===== config.mk =====
export PLATFORM = sky130hd
export DESIGN_NAME = pgp_packet_header_scanner_core
export DESIGN_NICKNAME = d
export VERILOG_FILES = /design/src/rtl/pgphs_pkg.sv /design/src/rtl/pgp_packet_header_scanner_core.sv /design/src/rtl/pgphs_parser.sv
export SDC_FILE = /design/constraint.sdc
export NUM_CORES = 1
export LEC_CHECK = 0
export BUFFER_PORTS_ARGS = -buffer_cell sky130_fd_sc_hd__buf_2
export CAP_MARGIN = 20
export CORE_MARGIN = 2
export CORE_UTILIZATION = 50
export DETAILED_ROUTE_END_ITERATION = 7
export GPL_TIMING_DRIVEN = 0
export PLACE_DENSITY = 0.69
export SETUP_SLACK_MARGIN = 0.5
export SLEW_MARGIN = 20
export SYNTH_ARGS = -nofsm -noshare
export SYNTH_HDL_FRONTEND = slang
export SYNTH_SLANG_ARGS = --single-unit
export TNS_END_PERCENT = 50

===== constraint.sdc =====
create_clock -name clk -period 13.25 [get_ports clk]
set_input_delay 0.6625 -clock clk [delete_from_list [all_inputs] [get_ports clk]]
set_output_delay 0.6625 -clock clk [all_outputs]
set_load 0.02 [all_outputs]

===== src/rtl/pgphs_pkg.sv =====
// ----------------------------------------------------------------------------
// pgphs_pkg
// Shared types and constants for the packet header scanner.
// ----------------------------------------------------------------------------
package pgphs_pkg;

  localparam int POS_BITS_DEFAULT = 32;
  localparam logic [5:0] WANTED_TAG_RESET = 6'd1;

  localparam logic [7:0] NEW_LEN_TWO_BYTE  = 8'd192;
  localparam logic [7:0] NEW_LEN_PARTIAL   = 8'd224;
  localparam logic [7:0] NEW_LEN_FIVE_BYTE = 8'hFF;

  localparam logic [1:0] OLD_LEN_ONE   = 2'd0;
  localparam logic [1:0] OLD_LEN_TWO   = 2'd1;
  localparam logic [1:0] OLD_LEN_FOUR  = 2'd2;
  localparam logic [1:0] OLD_LEN_INDET = 2'd3;

  typedef enum logic [1:0] {
    ST_FOUND     = 2'd0,
    ST_MALFORMED = 2'd1,
    ST_NOTFOUND  = 2'd2
  } status_t;

  typedef struct packed {
    logic        valid;
    status_t     status;
    logic [31:0] offset;
    logic [31:0] length;
  } result_t;

endpackage


===== src/rtl/pgp_packet_header_scanner_core.sv =====
// ----------------------------------------------------------------------------
// pgp_packet_header_scanner_core
// Scans an OpenPGP byte stream for the first packet with the wanted tag.
// ----------------------------------------------------------------------------
// The core takes one byte per cycle without gaps, as long as the result side
// keeps up. A byte is held in the input register while the header state
// machine works on it, and its result, if any, is loaded into the result
// register at the same edge that retires the byte, so the result lags the byte
// by the input register and the result register. A result that waits for
// out_ready holds the next byte in the input register. The single state
// update per byte sets this rate. At most one result beat is given per
// stream: found, malformed or not found, the latter two with zero offset and
// length.
// ----------------------------------------------------------------------------
module pgp_packet_header_scanner_core #(
  parameter int POSITION_BITS = pgphs_pkg::POS_BITS_DEFAULT
) (
  input  logic        clk,
  input  logic        rst_n,
  input  logic        cfg_valid,
  output logic        cfg_ready,
  input  logic [5:0]  cfg_wanted_tag,
  input  logic        in_valid,
  output logic        in_ready,
  input  logic [7:0]  in_data_byte,
  input  logic        in_last,
  output logic        out_valid,
  input  logic        out_ready,
  output logic [1:0]  out_status,
  output logic [31:0] out_payload_offset,
  output logic [31:0] out_payload_length,
  output logic [32:0] out_total_consumed
);
  import pgphs_pkg::*;

  logic [5:0]  wanted_tag_r;
  logic        in_valid_r;
  logic [7:0]  in_data_byte_r;
  logic        in_last_r;
  logic        advance;
  result_t     res;
  logic        out_valid_r;
  status_t     out_status_r;
  logic [31:0] out_offset_r;
  logic [31:0] out_length_r;
  logic [32:0] out_total_r;

  assign cfg_ready = 1'b1;
  assign advance   = in_valid_r && (!out_valid_r || out_ready);
  assign in_ready  = !in_valid_r || advance;

  always_ff @(posedge clk) begin
    if (!rst_n) begin
      wanted_tag_r <= WANTED_TAG_RESET;
    end else if (cfg_valid) begin
      wanted_tag_r <= cfg_wanted_tag;
    end
  end

  always_ff @(posedge clk) begin
    if (!rst_n) begin
      in_valid_r <= 1'b0;
    end else if (in_ready) begin
      in_valid_r <= in_valid;
    end
  end

  always_ff @(posedge clk) begin
    if (in_valid && in_ready) begin
      in_data_byte_r <= in_data_byte;
      in_last_r      <= in_last;
    end
  end

  pgphs_parser #(
    .POSITION_BITS(POSITION_BITS)
  ) u_parser (
    .clk        (clk),
    .rst_n      (rst_n),
    .step       (advance),
    .data_byte  (in_data_byte_r),
    .last       (in_last_r),
    .wanted_tag (wanted_tag_r),
    .res        (res)
  );

  always_ff @(posedge clk) begin
    if (!rst_n) begin
      out_valid_r <= 1'b0;
    end else if (advance) begin
      out_valid_r <= res.valid;
    end else if (out_ready) begin
      out_valid_r <= 1'b0;
    end
  end

  always_ff @(posedge clk) begin
    if (advance && res.valid) begin
      out_status_r <= res.status;
      out_offset_r <= res.offset;
      out_length_r <= res.length;
      out_total_r  <= {1'b0, res.offset} + {1'b0, res.length};
    end
  end

  assign out_valid          = out_valid_r;
  assign out_status         = out_status_r;
  assign out_payload_offset = out_offset_r;
  assign out_payload_length = out_length_r;
  assign out_total_consumed = out_total_r;

endmodule


===== src/rtl/pgphs_parser.sv =====
// ----------------------------------------------------------------------------
// pgphs_parser
// Packet header state machine: decodes headers, skips bodies and forms one
// result per stream at most, one byte per step.
// ----------------------------------------------------------------------------
module pgphs_parser #(
  parameter int POSITION_BITS = pgphs_pkg::POS_BITS_DEFAULT
) (
  input  logic                clk,
  input  logic                rst_n,
  input  logic                step,
  input  logic [7:0]          data_byte,
  input  logic                last,
  input  logic [5:0]          wanted_tag,
  output pgphs_pkg::result_t  res
);
  import pgphs_pkg::*;

  localparam int OffW = (POSITION_BITS > 32) ? POSITION_BITS : 32;

  typedef enum logic [2:0] {
    PH_HEADER,
    PH_NEWLEN,
    PH_BYTES,
    PH_NEWLEN2,
    PH_SKIP,
    PH_DONE
  } phase_t;

  phase_t                   phase_r, phase_nxt;
  logic [5:0]               tag_r, tag_nxt;
  logic [2:0]               left_r, left_nxt;
  logic [4:0]               first_r, first_nxt;
  logic [31:0]              acc_r, acc_nxt;
  logic [31:0]              skip_r, skip_nxt;
  logic [POSITION_BITS-1:0] pos_r, pos_nxt;
  logic                     finished_r, finished_nxt;

  logic                     hdr_fire;
  logic                     fail_fire;
  logic [31:0]              hdr_len;
  logic [OffW-1:0]          off_ext;
  logic [31:0]              off32;

  always_comb begin
    pos_nxt = (pos_r == '1) ? pos_r : pos_r + 1'b1;
    off_ext = OffW'(pos_nxt);
    off32 = (off_ext > OffW'(32'hFFFF_FFFF)) ? 32'hFFFF_FFFF : off_ext[31:0];
  end

  always_comb begin
    phase_nxt    = phase_r;
    tag_nxt      = tag_r;
    left_nxt     = left_r;
    first_nxt    = first_r;
    acc_nxt      = acc_r;
    skip_nxt     = skip_r;
    finished_nxt = finished_r;
    hdr_fire     = 1'b0;
    fail_fire    = 1'b0;
    hdr_len      = '0;
    res          = '0;
    res.status   = ST_FOUND;

    if (!finished_r) begin
      case (phase_r)
        PH_HEADER: begin
          if (!data_byte[7]) begin
            fail_fire = 1'b1;
          end else if (data_byte[6]) begin
            tag_nxt   = data_byte[5:0];
            phase_nxt = PH_NEWLEN;
          end else begin
            tag_nxt = {2'b00, data_byte[5:2]};
            acc_nxt = '0;
            case (data_byte[1:0])
              OLD_LEN_ONE: begin
                left_nxt  = 3'd1;
                phase_nxt = PH_BYTES;
              end
              OLD_LEN_TWO: begin
                left_nxt  = 3'd2;
                phase_nxt = PH_BYTES;
              end
              OLD_LEN_FOUR: begin
                left_nxt  = 3'd4;
                phase_nxt = PH_BYTES;
              end
              default: begin
                fail_fire = 1'b1;
              end
            endcase
          end
        end
        PH_NEWLEN: begin
          if (data_byte < NEW_LEN_TWO_BYTE) begin
            hdr_fire = 1'b1;
            hdr_len  = 32'(data_byte);
          end else if (data_byte < NEW_LEN_PARTIAL) begin
            first_nxt = data_byte[4:0];
            phase_nxt = PH_NEWLEN2;
          end else if (data_byte == NEW_LEN_FIVE_BYTE) begin
            left_nxt  = 3'd4;
            acc_nxt   = '0;
            phase_nxt = PH_BYTES;
          end else begin
            fail_fire = 1'b1;
          end
        end
        PH_NEWLEN2: begin
          hdr_fire = 1'b1;
          hdr_len  = 32'({first_r, data_byte}) + 32'(NEW_LEN_TWO_BYTE);
        end
        PH_BYTES: begin
          acc_nxt  = {acc_r[23:0], data_byte};
          left_nxt = left_r - 3'd1;
          if (left_nxt == 3'd0) begin
            hdr_fire = 1'b1;
            hdr_len  = acc_nxt;
          end
        end
        PH_SKIP: begin
          skip_nxt = skip_r - 32'd1;
          if (skip_nxt == 32'd0) begin
            phase_nxt = PH_HEADER;
          end
        end
        default: begin
          phase_nxt = PH_HEADER;
        end
      endcase
    end

    if (fail_fire) begin
      finished_nxt = 1'b1;
      phase_nxt    = PH_DONE;
      res.valid    = 1'b1;
      res.status   = ST_MALFORMED;
    end else if (hdr_fire) begin
      if (tag_r == wanted_tag) begin
        finished_nxt = 1'b1;
        phase_nxt    = PH_DONE;
        res.valid    = 1'b1;
        res.status   = ST_FOUND;
        res.offset   = off32;
        res.length   = hdr_len;
      end else begin
        skip_nxt  = hdr_len;
        phase_nxt = (hdr_len != 32'd0) ? PH_SKIP : PH_HEADER;
      end
    end

    if (last) begin
      if (!finished_nxt) begin
        res.valid  = 1'b1;
        res.status = (phase_nxt == PH_NEWLEN || phase_nxt == PH_NEWLEN2 ||
                      phase_nxt == PH_BYTES) ? ST_MALFORMED : ST_NOTFOUND;
      end
      phase_nxt    = PH_HEADER;
      tag_nxt      = '0;
      left_nxt     = '0;
      first_nxt    = '0;
      acc_nxt      = '0;
      skip_nxt     = '0;
      finished_nxt = 1'b0;
    end

    if (!step) begin
      res.valid = 1'b0;
    end
  end

  always_ff @(posedge clk) begin
    if (!rst_n) begin
      phase_r    <= PH_HEADER;
      tag_r      <= '0;
      left_r     <= '0;
      first_r    <= '0;
      acc_r      <= '0;
      skip_r     <= '0;
      pos_r      <= '0;
      finished_r <= 1'b0;
    end else if (step) begin
      phase_r    <= phase_nxt;
      tag_r      <= tag_nxt;
      left_r     <= left_nxt;
      first_r    <= first_nxt;
      acc_r      <= acc_nxt;
      skip_r     <= skip_nxt;
      pos_r      <= last ? '0 : pos_nxt;
      finished_r <= finished_nxt;
    end
  end

  a_skip_nonzero: assert property (@(posedge clk) disable iff (!rst_n)
    phase_r == PH_SKIP |-> skip_r != 32'd0)
    else $error("skip phase entered with an empty body count");

  a_finished_done: assert property (@(posedge clk) disable iff (!rst_n)
    finished_r |-> phase_r == PH_DONE)
    else $error("finished stream is not in the done phase");

  a_result_on_step: assert property (@(posedge clk) disable iff (!rst_n)
    res.valid |-> step)
    else $error("result raised without a byte being processed");

  a_last_clears: assert property (@(posedge clk) disable iff (!rst_n)
    step && last |=> phase_r == PH_HEADER && !finished_r && pos_r == '0)
    else $error("final byte did not return the stream state to its start");

endmodule


Yosys cells after proc, flatten, opt, wreduce, memory -nomap -nowiden
Cells that the tools add are included.
Widths: inputs -> output; s select.
{"block": "op_classes", "addsub": 5, "order_cmp": 3, "eq_ne": 20, "muxes": 80, "n_reduce_logical": 26}
{"op": "$mux 32", "count": 11}
{"op": "$mux 24", "count": 7}
{"op": "$mux 67", "count": 2}
{"op": "$pmux 32 s3", "count": 1}
{"op": "$pmux 24 s3", "count": 1}
{"op": "$mux 3", "count": 23}
{"op": "$mux 64", "count": 1}
{"op": "$add 32x32->33", "count": 1}
{"op": "$add 32x1->32 const B", "count": 1}
{"op": "$eq 32x32->1 const B", "count": 1}
{"op": "$gt 32x32->1 const B", "count": 1}
{"op": "$logic_not 32->1", "count": 1}
{"op": "$reduce_bool 32->1", "count": 1}
{"op": "$sub 32x1->32 const B", "count": 1}
{"op": "$mux 6", "count": 5}
{"op": "$mux 5", "count": 5}
{"op": "$pmux 3 s3", "count": 2}
{"op": "$mux 1", "count": 17}
{"op": "$lt 8x8->1 const B", "count": 2}
{"op": "$add 13x8->14 const B", "count": 1}
{"op": "$eq 3x2->1 const B", "count": 4}
{"op": "$ne 3x3->1 const B", "count": 4}
{"op": "$pmux 3 s4", "count": 1}
{"op": "$reduce_bool 2->1", "count": 5}
{"op": "other kinds (26)", "count": 35}
{"block": "word_totals", "reg_bits": 222, "in_bits": 20, "out_inout_bits": 102, "elab_cells": 151}

Depth between registers and ports, before layout
{"block": "depth", "ltp_word": 18, "ltp_mapped": 20, "mapped_depth_nobuf": 18}

Modules after synthesis
From an unflattened synthesis, not the netlist that was laid out.
{"block": "unflattened", "hier_cells": 1386, "area_unflattened_um2": 12698.4}
{"mod": "pgphs_parser", "instances": 1, "cells_per_inst": 1015, "area_each_um2": 7418.4, "seq_area_each_um2": 2122.0}
{"mod": "pgp_packet_header_scanner_core", "instances": 1, "cells_per_inst": 371, "area_each_um2": 5280.1, "seq_area_each_um2": 3403.3}

Worst setup path after synthesis
OpenSTA, ideal clock, no wires.
{"block": "synth_path", "path_kind": "register to register", "from": "reg u_parser.left_r[0]", "to": "reg out_length_r[0] (netlist: out_payload_length[0]), enable pin", "setup_ns": 0.560, "t_arrival_ns": 6.225, "t_required_ns": 12.690, "slack_ns": 6.464, "path_stages_with_launch": 11, "n_path_buf": 1, "period_less_slack_ns": 6.786, "path_cell_list": "dfxtp_1 inv_1 ha_1 xnor2_1 clkbuf_1 a2bb2oi_1 nor4_1 nor2_1 nor2_1 nor2_1 nor2_1"}
{"block": "synth_via", "elab_chain_len": 11, "word_cells_on_any_way": 13, "classes_between": "1 x add/sub; 10 x mux; 2 x reduce/logical"}
{"element": "from (decl)", "line_no": "pgphs_parser.sv:32", "text": "logic [2:0] left_r, left_nxt;"}
{"element": "from (signal assigned)", "line_no": "pgphs_parser.sv:186", "text": "left_r <= left_nxt;"}
{"element": "$sub 3x1->3 (*)", "line_no": "pgphs_parser.sv:116", "text": "left_nxt = left_r - 3'd1;"}
{"element": "$logic_not 3->1 (*)", "line_no": "pgphs_parser.sv:117", "text": "if (left_nxt == 3'd0) begin"}
{"element": "$mux 1 (*)", "line_no": "pgphs_parser.sv:117"}
{"element": "$pmux 1 s3 (*)", "line_no": "pgphs_parser.sv:66", "text": "case (phase_r)"}
{"element": "$mux 1 (*)", "line_no": "pgphs_parser.sv:65", "text": "if (!finished_r) begin"}
{"element": "$mux 67 / $mux 1 (equally long branches)", "line_no": "pgphs_parser.sv:139", "text": "end else if (hdr_fire) begin"}
{"element": "$mux 3 / $mux 1 (equally long branches)", "line_no": "pgphs_parser.sv:134", "text": "if (fail_fire) begin"}
{"element": "$mux 3", "line_no": "pgphs_parser.sv:154", "text": "if (!finished_nxt) begin"}
{"element": "$mux 3 (*)", "line_no": "pgphs_parser.sv:153", "text": "if (last) begin"}
{"element": "$mux 1 (*)", "line_no": "pgphs_parser.sv:168", "text": "if (!step) begin"}
{"element": "$logic_and 1x1->1 (*)", "line_no": "pgp_packet_header_scanner_core.sv:98", "text": "if (advance && res.valid) begin"}
{"element": "to (signal assigned)", "line_no": "pgp_packet_header_scanner_core.sv:101", "text": "out_length_r <= res.length;"}
{"element": "to (decl)", "line_no": "pgp_packet_header_scanner_core.sv:45", "text": "logic [31:0] out_length_r;"}
Mark *: on every way between the ends. The rest lies on a longest branch, timed or not.
A chain may end at the register's enable or synchronous reset.

==> results by group <==
Outcome
  – Status: complete, no violations

Pwr
  – P_leak: between 5 and 6 nW
  – Power per Cell Area: 111.5 mW/mm2
  – Peak VDD IR: 94.65 uV

Critical path
  – Kind of critical path: reg -> reg
  – R2r setup slk: between 7000 and 8000 ps
  – Worst r2r path cells: 17
  – Critical Path End: out_total_consumed[28]
  – CP startpoint: u_parser.left_r[0]
  – Worst Path Required: between 10,000 and 15,000 ps
  – CP Launch Type: flip-flop
  – Worst r2r dst: out_total_consumed[28]
  – Worst-path maximum fanout: 10
  – Reg-to-reg startpoint: u_parser.left_r[0]
  – Worst setup EP type: flip-flop
  – CP Data Arrival Time: 6180 ps

Hold path
  – Hold Startpoint: in_data_byte[4]
  – Hold crit path type: in -> reg

Finish
  – Share of cells above drive strength 1: 12.79%
  – Synth-to-Final Area Change: 15.61%
  – Area of the multi-input gates: between 0.006 and 0.007 mm2
  – FILL cells: between 2,000 and 2,500
  – Final Instance Area: 0.01478 mm2
  – Fin nets: ~1,600
  – Sequential cell area: approximately 0.0055 mm2

Clocking
  – CTS tree: yes
  – Postcts setup bufs: 0
  – Clock root cell: clkbuf_16
  – Clock Path Buffers: 3
  – Clk_lat worst skew: ~540 ps
  – Post-CTS Resized: 0
  – Hold_buf cts: 0
  – Clock tree sinks: between 200 and 250
  – # H-tree levels: 1
  – Clock transition at path regs: 60 ps
  – CTS buffer count: 25

Logic synthesis
  – Yosys warns: 0
  – Syn Inst Count: about 1,400
  – #FFs+latches synth: between 200 and 250
  – Seq/Total Area, Yosys: between 40% and 50%
  – Ys flop type: dfxtp_1
  – Most instantiated cells after synthesis: nor2_1 (121), dfxtp_1 (114), edfxtp_1 (108)
  – Number of synthesized flops with an enable pin: between 100 and 150
  – Area leader, netlist: edfxtp_1
  – Post-synth cell types: 84
  – Most frequent cell after synthesis: nor2_1
  – Mapped Nets: around 1,500
  – Mapped cell area: between 0.01 and 0.015 mm2
  – Avg Cell Area, Syn: between 9 and 10 um2
  – Largest cells by area after synthesis: edfxtp_1 (25%), dfxtp_1 (18%), ha_1 (4.6%)
  – Async SR Flop Fraction: 0%
  – Top cell type's share of synthesized area: between 20% and 30%

Route
  – Starting DRC count in detailed routing: between 1,000 and 1,500
  – WL final: roughly 41,000 um
  – Pre-antenna DRT Iters: 5
  – Routed len/inst: approximately 22 um
  – Residual DRC: 0
  – Antenna viol nets, final: 0
  – Vias per cell: between 6 and 7
  – Via Count: 11,600

Place
  – Setup slack after placement: roughly 7600 ps
  – DP HPWL: between 30,000 and 40,000 um
  – Port Buffer Count: around 120
  – Area after DPL: roughly 0.014 mm2
  – GP Congestion: roughly 1

Floorplanning
  – Core area: roughly 0.025 mm2
  – Row cnt: slightly below 60
  – Initial Utilization: 50.78%
  – IO Pins: between 100 and 150
  – Die area: roughly 0.027 mm2
  – Chip Width: 163.9 um
  – Die Y: 163.9 um

Global route
  – Largest net degree at the start of global routing: 29
  – Global-route usage over all layers: around 30%
  – Initial antenna violation count: 0
  – Global-route wire length before repair: approximately 63,000 um
  – GRT Residual Overflow: 0
  – Vias in the first global route: around 11,000

Timing
  – # setup viols final: 0
  – Post-route minimum period: between 5000 and 6000 ps
  – Worst slew margin: between 10% and 20%
  – Clock Skew: 20.60 ps
  – Final Worst Setup Slack: about 7300 ps
  – Final Max Slew Viols: 0
  – Tcrit/Tclk final: about 45%
  – TNS Setup: 0 ps
  – Final Hold Viols: 0
  – RSZ-0062 raised after global routing: false
  – Slew @ Worst Pin: 1189 ps
  – FMAX: 169.4 MHz

Job
  – Max-cap check violation count: 0
cells by family after synthesis:
kind of cell             after synthesis  share of synthesized area (%)
AND/OR/NAND/NOR                      546                          22.59
multiplexers                          24                          1.879
flip-flops                           222                          43.21
XOR/XNOR                              96                          6.575
other                                  1                        0.02933
adder cells (fa/ha/maj)               48                          4.755
AO/OA/AOI/OAI                        342                          17.30
buffers and inverters                117                          3.659
layout make-up:
cell class | instances | share of cell area [%]
antenna | 1 | 0.01693
inverter | 33 | 0.8379
tap | 330 | 2.793
timing repair buffer | 123 | 4.672
clock inverter | 16 | 1.591
clock buffer | 29 | 4.333
multi-input combinational | 1057 | 46.05
buffer | 84 | 2.328
sequential | 222 | 37.38
flip-flops by register name, summed over array words and instances (netlist names), 2 cells and up:
| name | flops |
|---|---|
| out_status | 2 |
| u_parser.pos_r | 32 |
| wanted_tag_r | 6 |
| u_parser.left_r | 3 |
| u_parser.phase_r | 3 |
| u_parser.first_r | 5 |
| out_payload_length | 32 |
| in_data_byte_r | 8 |
| out_payload_offset | 32 |
| u_parser.tag_r | 6 |
| out_total_consumed | 33 |
| u_parser.skip_r | 32 |
| u_parser.acc_r | 24 |
where the power goes:
part           internal [W]  total, W  leakage (nW)  switching [W]
clock network      0.000463  0.000753         0.421       0.000290
registers          0.000738  0.000750          1.85      0.0000120
logic             0.0000461  0.000145          3.24      0.0000989
total               0.00125   0.00165          5.51       0.000401
cells in the final DEF, fill, tap and decap left out, types with 25 or more instances in the layout:
master / count
ha_1: 47
xnor2_1: 57
buf_2: 130
nor2b_1: 62
nor2_1: 120
clkbuf_1: 70
inv_1: 33
o21ai_0: 73
a22oi_1: 25
edfxtp_1: 108
a21boi_0: 47
a21oi_1: 88
nand2_1: 100
nand3_1: 69
xor2_1: 39
and3_1: 39
clkbuf_16: 25
nor3_1: 31
dfxtp_1: 114
worst min-delay path by stage:
stage | to | slack (ps) | cells past startpoint
5_1_grt | in_last_r | 300 | 1
6_report | in_data_byte_r[4] | 300 | 1
3_3_place_gp | u_parser.acc_r[4] | 480 | 2
2_1_floorplan | u_parser.acc_r[1] | 450 | 2
4_1_cts | in_data_byte_r[4] | 300 | 1
3_5_place_dp | u_parser.skip_r[28] | 490 | 2
worst max-delay path, stage by stage (launching register included):
cell	delay, ps
dfxtp_1	390
inv_1	60
ha_1	210
xnor2_1	270
clkbuf_1	420
a2bb2oi_1	230
nor4_2	630
clkbuf_1	450
and2_1	240
ha_1	300
a21oi_1	240
nand2_1	70
o21ai_0	550
a21oi_1	280
o311a_1	440
or3b_2	540
a31oi_1	220
xnor2_1	100
per-layer routing:
metal	part of all wire [%]	global-route usage, %
met3	8.5	4.369
met4	3.4	11.16
met1	43	41.57
met5	0	0
met2	45	48.68
metrics by stage:
step,hold slack (ps),utilization [%],power (W),cells
detailed placement,494.5,55.22,0.0009071,1849
global placement,478.9,54.77,0.0009044,1844
floorplan,454.5,-,0.0008532,1396
finish,304.1,58.71,0.001648,1895
global route,304.1,58.70,0.001691,1894
CTS,295.9,58.70,0.001651,1894
Power figures use the tool's default switching activity.
